--- config.mk ---
export PLATFORM = sky130hd
export DESIGN_NAME = product_except_self
export DESIGN_NICKNAME = d
export VERILOG_FILES = /design/src/rtl/pes_pkg.sv /design/src/rtl/product_except_self.sv
export VERILOG_INCLUDE_DIRS = /design/src /design/src/rtl
export SDC_FILE = /design/constraint.sdc
export NUM_CORES = 2
export LEC_CHECK = 0
export BUFFER_PORTS_ARGS = -buffer_cell sky130_fd_sc_hd__buf_2
export CAP_MARGIN = 25
export CORE_AREA = 2 2 738 446
export DETAILED_ROUTE_END_ITERATION = 12
export DIE_AREA = 0 0 740 448
export MAX_ROUTING_LAYER = met4
export PLACE_DENSITY = 0.78
export REMOVE_ABC_BUFFERS = 1
export SLEW_MARGIN = 0
export SYNTH_ARGS = -nofsm -noshare
export SYNTH_HDL_FRONTEND = slang
export SYNTH_SLANG_ARGS = --single-unit
export TNS_END_PERCENT = 5
--- constraint.sdc ---
create_clock -name clk_i -period 15.41 [get_ports clk_i]
set_input_delay 3.082 -clock clk_i [delete_from_list [all_inputs] [get_ports clk_i]]
set_output_delay 3.082 -clock clk_i [all_outputs]
set_load 0.02 [all_outputs]
--- src/rtl/product_except_self_assert.svh ---
// assertion helpers for the product_except_self block
`ifndef PRODUCT_EXCEPT_SELF_ASSERT_SVH
`define PRODUCT_EXCEPT_SELF_ASSERT_SVH

// same-cycle implication, checked outside reset
`define PES_ASSERT_IMP(lbl, ante, cons, msg) \
  lbl: assert property (@(posedge clk_i) disable iff (!rst_ni) (ante) |-> (cons)) \
    else $error(msg);

// next-cycle implication, checked outside reset
`define PES_ASSERT_NXT(lbl, ante, cons, msg) \
  lbl: assert property (@(posedge clk_i) disable iff (!rst_ni) (ante) |=> (cons)) \
    else $error(msg);

`endif

--- src/rtl/pes_pkg.sv ---
package pes_pkg;

  localparam int unsigned DATA_W      = 32;
  localparam int unsigned MAX_LEN_DEF = 64;

  typedef struct packed {
    logic signed [DATA_W-1:0] value;
    logic                     last;
  } pes_in_t;

  typedef struct packed {
    logic signed [DATA_W-1:0] product;
    logic                     truncated;
    logic                     last_result;
  } pes_out_t;

endpackage

--- src/rtl/product_except_self.sv ---
// Product of all other elements. Elements arrive one per transfer (start high while busy is
// low); a non-final element leaves busy low, so start may stay high to send the next.
// The transfer carrying last starts the backward pass, and busy stays high until the results
// of its n stored elements (at most MAX_LEN) are read out. Each stored element passes three
// steps (memory read, then two products on the single shared 32x32 multiplier), and the
// results are then read out in index order, one per cycle. Each result appears for exactly
// one cycle with result_valid_o high; the receiver cannot stall, so it must take every
// result as it comes. The final result of a vector appears in the cycle busy drops, and the
// next vector's first element may be sent in that same cycle. Products wrap to 32 bits;
// elements beyond MAX_LEN are dropped and every result of that vector carries truncated.
`include "product_except_self_assert.svh"

module product_except_self
  import pes_pkg::*;
#(
  parameter int unsigned MAX_LEN = MAX_LEN_DEF
) (
  input  logic     clk_i,
  input  logic     rst_ni,
  input  logic     start,
  output logic     busy,
  input  pes_in_t  in_i,
  output logic     result_valid_o,
  output pes_out_t result_o
);

  localparam int unsigned IW = $clog2(MAX_LEN);
  localparam int unsigned CW = $clog2(MAX_LEN + 1);

  typedef enum logic [4:0] {
    ST_LOAD = 5'b00001,
    ST_READ = 5'b00010,
    ST_MULP = 5'b00100,
    ST_MULS = 5'b01000,
    ST_EMIT = 5'b10000
  } pes_state_e;

  pes_state_e state_q, state_d;

  logic [CW-1:0]     cnt_q, cnt_d;
  logic [IW-1:0]     idx_q, idx_d;
  logic [IW-1:0]     last_idx_q, last_idx_d;
  logic [DATA_W-1:0] prefix_q, prefix_d;
  logic [DATA_W-1:0] suffix_q, suffix_d;
  logic              ovf_q, ovf_d;
  logic              out_valid_q, out_valid_d;
  logic              out_last_q, out_last_d;
  logic              out_trunc_q, out_trunc_d;

  logic [DATA_W-1:0] elem_mem [MAX_LEN];
  logic [DATA_W-1:0] pre_mem  [MAX_LEN];
  logic [DATA_W-1:0] elem_rd_q;
  logic [DATA_W-1:0] pre_rd_q;

  logic              elem_we;
  logic              pre_we;
  logic [IW-1:0]     pre_waddr;
  logic [DATA_W-1:0] pre_wdata;

  logic [DATA_W-1:0] mul_a, mul_b, mul_p;
  logic              accept;
  logic              has_room;

  assign busy     = (state_q != ST_LOAD);
  assign accept   = start && !busy;
  assign has_room = (cnt_q < CW'(MAX_LEN));

  // shared multiplier, low word only (wraps in two's complement)
  assign mul_p = DATA_W'(mul_a * mul_b);

  always_comb begin
    unique case (state_q)
      ST_LOAD: begin
        mul_a = prefix_q;
        mul_b = in_i.value;
      end
      ST_MULP: begin
        mul_a = pre_rd_q;
        mul_b = suffix_q;
      end
      ST_MULS: begin
        mul_a = suffix_q;
        mul_b = elem_rd_q;
      end
      default: begin
        mul_a = prefix_q;
        mul_b = suffix_q;
      end
    endcase
  end

  always_comb begin
    state_d     = state_q;
    cnt_d       = cnt_q;
    idx_d       = idx_q;
    last_idx_d  = last_idx_q;
    prefix_d    = prefix_q;
    suffix_d    = suffix_q;
    ovf_d       = ovf_q;
    out_valid_d = 1'b0;
    out_last_d  = out_last_q;
    out_trunc_d = out_trunc_q;
    elem_we     = 1'b0;
    pre_we      = 1'b0;
    pre_waddr   = cnt_q[IW-1:0];
    pre_wdata   = prefix_q;

    unique case (state_q)
      ST_LOAD: begin
        if (accept) begin
          if (has_room) begin
            elem_we  = 1'b1;
            pre_we   = 1'b1;
            prefix_d = mul_p;
            cnt_d    = cnt_q + CW'(1);
          end else begin
            ovf_d = 1'b1;
          end
          if (in_i.last) begin
            last_idx_d = has_room ? cnt_q[IW-1:0] : IW'(MAX_LEN - 1);
            idx_d      = has_room ? cnt_q[IW-1:0] : IW'(MAX_LEN - 1);
            suffix_d   = DATA_W'(1);
            state_d    = ST_READ;
          end
        end
      end
      ST_READ: begin
        state_d = ST_MULP;
      end
      ST_MULP: begin
        // result for this index overwrites its prefix entry
        pre_we    = 1'b1;
        pre_waddr = idx_q;
        pre_wdata = mul_p;
        state_d   = ST_MULS;
      end
      ST_MULS: begin
        suffix_d = mul_p;
        if (idx_q == '0) begin
          state_d = ST_EMIT;
        end else begin
          idx_d   = idx_q - IW'(1);
          state_d = ST_READ;
        end
      end
      ST_EMIT: begin
        // read issued now, result shows next cycle from the read register
        out_valid_d = 1'b1;
        out_last_d  = (idx_q == last_idx_q);
        out_trunc_d = ovf_q;
        if (idx_q == last_idx_q) begin
          state_d  = ST_LOAD;
          cnt_d    = '0;
          prefix_d = DATA_W'(1);
          ovf_d    = 1'b0;
        end else begin
          idx_d = idx_q + IW'(1);
        end
      end
      default: begin
        state_d = ST_LOAD;
      end
    endcase
  end

  always_ff @(posedge clk_i or negedge rst_ni) begin
    if (!rst_ni) begin
      state_q     <= ST_LOAD;
      cnt_q       <= '0;
      idx_q       <= '0;
      last_idx_q  <= '0;
      prefix_q    <= DATA_W'(1);
      suffix_q    <= DATA_W'(1);
      ovf_q       <= 1'b0;
      out_valid_q <= 1'b0;
      out_last_q  <= 1'b0;
      out_trunc_q <= 1'b0;
    end else begin
      state_q     <= state_d;
      cnt_q       <= cnt_d;
      idx_q       <= idx_d;
      last_idx_q  <= last_idx_d;
      prefix_q    <= prefix_d;
      suffix_q    <= suffix_d;
      ovf_q       <= ovf_d;
      out_valid_q <= out_valid_d;
      out_last_q  <= out_last_d;
      out_trunc_q <= out_trunc_d;
    end
  end

  always_ff @(posedge clk_i) begin
    if (elem_we) begin
      elem_mem[cnt_q[IW-1:0]] <= in_i.value;
    end
    elem_rd_q <= elem_mem[idx_q];
  end

  always_ff @(posedge clk_i) begin
    if (pre_we) begin
      pre_mem[pre_waddr] <= pre_wdata;
    end
    pre_rd_q <= pre_mem[idx_q];
  end

  assign result_valid_o       = out_valid_q;
  assign result_o.product     = pre_rd_q;
  assign result_o.truncated   = out_trunc_q;
  assign result_o.last_result = out_last_q;

  `PES_ASSERT_NXT(a_valid_from_emit, state_q != ST_EMIT, !out_valid_q,
                  "result strobe without a readout cycle")
  `PES_ASSERT_IMP(a_last_ends_vector, out_valid_q && out_last_q, state_q == ST_LOAD,
                  "final result while the sequencer is still busy")
  `PES_ASSERT_IMP(a_idx_in_range, state_q != ST_LOAD, idx_q <= last_idx_q,
                  "pass index beyond the final stored element")
  `PES_ASSERT_IMP(a_cnt_in_range, 1'b1, cnt_q <= CW'(MAX_LEN),
                  "element count beyond capacity")

endmodule
Word level (Yosys, flattened, before mapping)
Memories as Yosys holds them, arrays and structs flattened. A register that Yosys moved wholly into a read port is not among the register bits.
Cells that the tools add are included.
{"block": "totals", "ff_bits": 92, "ramBits": 4096, "input_bits": 36, "output_inout_bits": 36, "wordCells": 82, "n_memories": 2}
{"name": "elem_mem", "depth": 64, "width": 32, "read_ports": 1, "rd_ports_with_merged_regs": 1, "write_ports": 1, "line_no": "product_except_self.sv:50", "rtl": "logic [DATA_W-1:0] elem_mem [MAX_LEN];"}
{"name": "pre_mem", "depth": 64, "width": 32, "read_ports": 1, "rd_ports_with_merged_regs": 1, "write_ports": 1, "line_no": "product_except_self.sv:51", "rtl": "logic [DATA_W-1:0] pre_mem [MAX_LEN];"}
{"block": "op_classes", "n_addsub": 3, "mul": 1, "order_cmp": 1, "eq_ne": 14, "n_mux": 39, "n_reduce_logical": 12}
{"cell": "$pmux 32 s2", "count": 4}
{"cell": "$mux 32", "count": 6}
{"cell": "$mux 6", "count": 6}
{"cell": "$mul 32x32->32", "count": 1}
{"cell": "$pmux 5 s5", "count": 1}
{"cell": "$mux 7", "count": 3}
{"cell": "$mux 5", "count": 4}
{"cell": "$pmux 6 s3", "count": 1}
{"cell": "$ne 2x2->1 const B", "count": 7}
{"cell": "$pmux 7 s2", "count": 1}
{"cell": "$mux 1", "count": 11}
{"cell": "$reduce_and 3->1", "count": 3}
{"cell": "$reduce_and 4->1", "count": 2}
{"cell": "$add 7x1->7 const B", "count": 1}
{"cell": "$lt 7x7->1 const B", "count": 1}
{"cell": "$add 6x1->6 const B", "count": 1}
{"cell": "$eq 6x6->1", "count": 1}
{"cell": "$logic_not 6->1", "count": 1}
{"cell": "$sub 6x1->6 const B", "count": 1}
{"cell": "$eq 5x1->1 const B", "count": 1}
{"cell": "$eq 5x2->1 const B", "count": 1}
{"cell": "$eq 5x3->1 const B", "count": 1}
{"cell": "$eq 5x4->1 const B", "count": 1}
{"cell": "$eq 5x5->1 const B", "count": 1}
{"cell": "other kinds (7)", "count": 9}

Depth between registers and ports, before layout
{"block": "logic_depth", "word_depth": 7, "depth_mapped": 36, "ltp_nobuf": 32}

Worst setup path before layout
No wires, ideal clock.
{"block": "synth_timing", "path_type": "input port to flip-flop", "from": "in in_i[6] (netlist name)", "to": "mem pre_mem[0][21] (data pin)", "setup_time_ns": 0.702, "arrival_ns": 11.713, "t_required_ns": 14.708, "path_slack_ns": 2.995, "cell_stages": 23, "n_path_buf": 1, "path_cell_list": "a22o_1 a21oi_2 clkbuf_1 nor2_1 fa_1 fa_1 fa_1 inv_1 fa_1 inv_1 fa_1 inv_1 fa_1 inv_1 fa_1 fa_1 ha_1 a21o_1 a21o_1 a21oi_1 a21boi_0 xnor2_1 o21ai_0"}
{"block": "synth_via", "elab_chain_len": 3}
{"element": "start, declared", "line_no": "product_except_self.sv:22", "rtl": "input pes_in_t in_i,"}
{"element": "$pmux 32 s2", "line_no": "product_except_self.sv:72", "rtl": "unique case (state_q)"}
{"element": "$mul 32x32->32", "line_no": "product_except_self.sv:69", "rtl": "assign mul_p = DATA_W'(mul_a * mul_b);"}
{"element": "$mux 32", "line_no": "product_except_self.sv:108", "rtl": "unique case (state_q)"}
{"element": "net pre_wdata[21]", "line_no": "product_except_self.sv:58", "rtl": "logic [DATA_W-1:0] pre_wdata;"}
{"element": "end, declared", "line_no": "product_except_self.sv:51"}
The timed path passes the listed nets, and every way through them passes these cells.

Worst setup path in the final report
{"block": "layout_timing", "from": "in in_i[5] (netlist name)", "to": "mem pre_mem[1][31] (data pin)"}
The elaborated chain is that of the path after synthesis.

==> reports/results.ini <==
[outcome]
outcome=finished, final reports clean

[synth]
synth_area_leaders=edfxtp_1 69%, mux4_2 13%, fa_1 4.6%
ys_types=82
synth_edf_count=4096
ys_seq_area_share_pct=71.08
synthArstFlopShare_pct=2.164
yosys_register_bits=4252
syn_inst=9058
yosysMostFrequentCell=edfxtp_1
yosysTopAreaCell=edfxtp_1
yosys_warnings=0
netlist_top_cells_count=4096 x edfxtp_1, 992 x mux4_2, 476 x nor2_1
yosysTopAreaCellShare_pct=69.07
syn_area_um2=178100
syn_avg_cell_area_um2=19.66
synthFlopType=edfxtp_1

[setup_path]
crit_path_end=pre_mem[1][31]
rrSetupSlack_ns=2.88
rr_startpoint=state_q[3]
cp-startpoint=in_i[5]
rr_worst_depth=31
required_ns=15.97
r2r_end=pre_mem[1][31]
criticalPathCategory=input pin to flop
crit_slowest_cell=mux2_2
critPathMostFrequentCell=fa_1
cp_slowest_stage_delay_ns=0.94
cp-start-kind=input pin
critPathArrivalTime_ns=13.29
worst_setup_path_end_kind=flop
crit_path_max_fanout=64

[sta]
worst_pin_slew_ns=1.195
finClkSkew_ns=0.05543
setup_violations=0
fin_tns_setup_ns=0
slew_headroom_pct=20.32
fmax_mhz=78.59
finalCritPeriodShare_pct=82.57
period_needed_ns=12.72
drv_slew=0
rsz0062_at_grt=no
finalHoldViolCount=0
setup_ws_ns=2.686

[global_routing]
use_met3_pct=12.95
grt_antenna_before_repair=37
grt_max_degree=118
grtUsageMet2_pct=41.99
first_global_vias=95130
track_usage_pct=32.00
grt_pass1_wl_um=722100
grt.busiest_layer=met1
grt.met1_usage_pct=46.39
gr-total-overflow=0

[clock_tree]
htreeDepth=5
post_cts_buffers=0
root_buffer=clkbuf_16
cts_buffers=380
hold_buffers=0
insertion_delay_ns=0.95
clock-sinks=4252
cts_resized=0
clk_pin_slew_worst_paths_ns=0.06
cts_buffer_depth=4
cts_tree=yes

[floorplanning]
initial_core_util_pct=54.94
fp.dieW_um=740
rows=162
coreArea_um2=324100
pin_count=72
dieArea_um2=331500
dieHeight_um=448

[cells_and_area]
fin_cells=14030
fillers=21590
regArea_um2=126600
multi_input_area_um2=49310
num-nets-final=9916
layout-drive-gt1-share_pct=24.04
syn_to_final_growth_pct=11.39

[place]
io_buffers=71
dpl_worst_slack_ns=2.171
gp_congestion=0.9910
place_inst=13300
hpwl_um=300600

[min_path]
hp-class=flop to flop

[drt]
drtPass1Iterations=7
viasPerCell=6.890
wl_um=516200
num_vias=96660
wire_per_inst_um=36.80
detail-route-antenna-nets=0
drtIter0Drc=17690
drc=0

[flow_run]
max-cap-violations=0

-- metal layers --
layer	share of wire [%]	up-vias
li1	-	36730
met1	37	50330
met2	41	8582
met3	18	1013
met4	3.1	0
met5	0	-
-- layout by cell type (no fill, tap or decap), drive strengths merged, types with 125 or more instances in the layout --
master / netlist / layout
fa: 409 / 409
clkinv: 0 / 134
clkbuf: 305 / 491
mux2i: 372 / 372
o21ai: 125 / 125
a21oi: 162 / 162
ha: 128 / 128
nor2: 480 / 480
mux4: 992 / 992
buf: 202 / 410
edfxtp: 4096 / 4096
nand2: 349 / 349
inv: 393 / 406
-- sequential cells by signal, indices dropped and copies added (netlist names), 5 cells and up --
name	flops
suffix_q	32
elem_mem	2048
pre_rd_q	32
cnt_q	7
prefix_q	32
last_idx_q	6
state_q	5
pre_mem	2048
idx_q	6
elem_rd_q	32
-- through the flow --
stage	area, µm²	util (%)	hold slack, ns
after floorplan	176000	-	0.4612
after global placement	185800	57.33	0.4692
after detailed placement	185900	57.36	0.4816
after global routing	198400	61.20	0.5236
after CTS	198100	61.13	0.4959
final	198400	61.20	0.4984
-- worst max-delay path: cells and delay by family --
kind	cells	cell delay [ns]
adders and majority gates	9	4.31
muxes	1	0.94
AOI/OAI and AO/OA	11	4.10
buffers and inverters	5	0.44
and+or+nand+nor	1	0.12
xor gates and xnor gates	1	0.20
-- area by class of cell --
type	instances	share of cell area (%)
Inverter	393	0.7437
Tap cell	4346	2.741
Antenna cell	26	0.03280
Clock buffer	491	5.175
Clock inverter	204	0.9815
Sequential cell	4252	63.83
Timing Repair Buffer	410	1.643
Multi-Input combinational cell	3906	24.86
-- worst min-delay path by stage --
stage	start	depth (start not counted)	end	slack, ns
floorplan	ovf_q	2	out_trunc_q	0.46
global placement	out_trunc_q	2	out_trunc_q	0.47
detailed placement	out_trunc_q	2	out_trunc_q	0.48
CTS	out_trunc_q	2	out_trunc_q	0.50
global route	prefix_q[15]	2	prefix_q[15]	0.52
finish	out_trunc_q	2	out_trunc_q	0.50
-- logic make-up after synthesis --
group | count (synthesis) | synth area share [%]
muxes | 1479 | 15.36
adders and majority gates | 537 | 5.497
AOI/OAI and AO/OA | 774 | 3.128
and+or+nand+nor | 1021 | 2.416
DFF | 4252 | 71.08
buffers and inverters | 900 | 1.998
xor gates and xnor gates | 95 | 0.5143
Power is left out: the tool's default activity adds up to more than one toggle a clock period on the data nets, which glitch-free logic cannot reach.
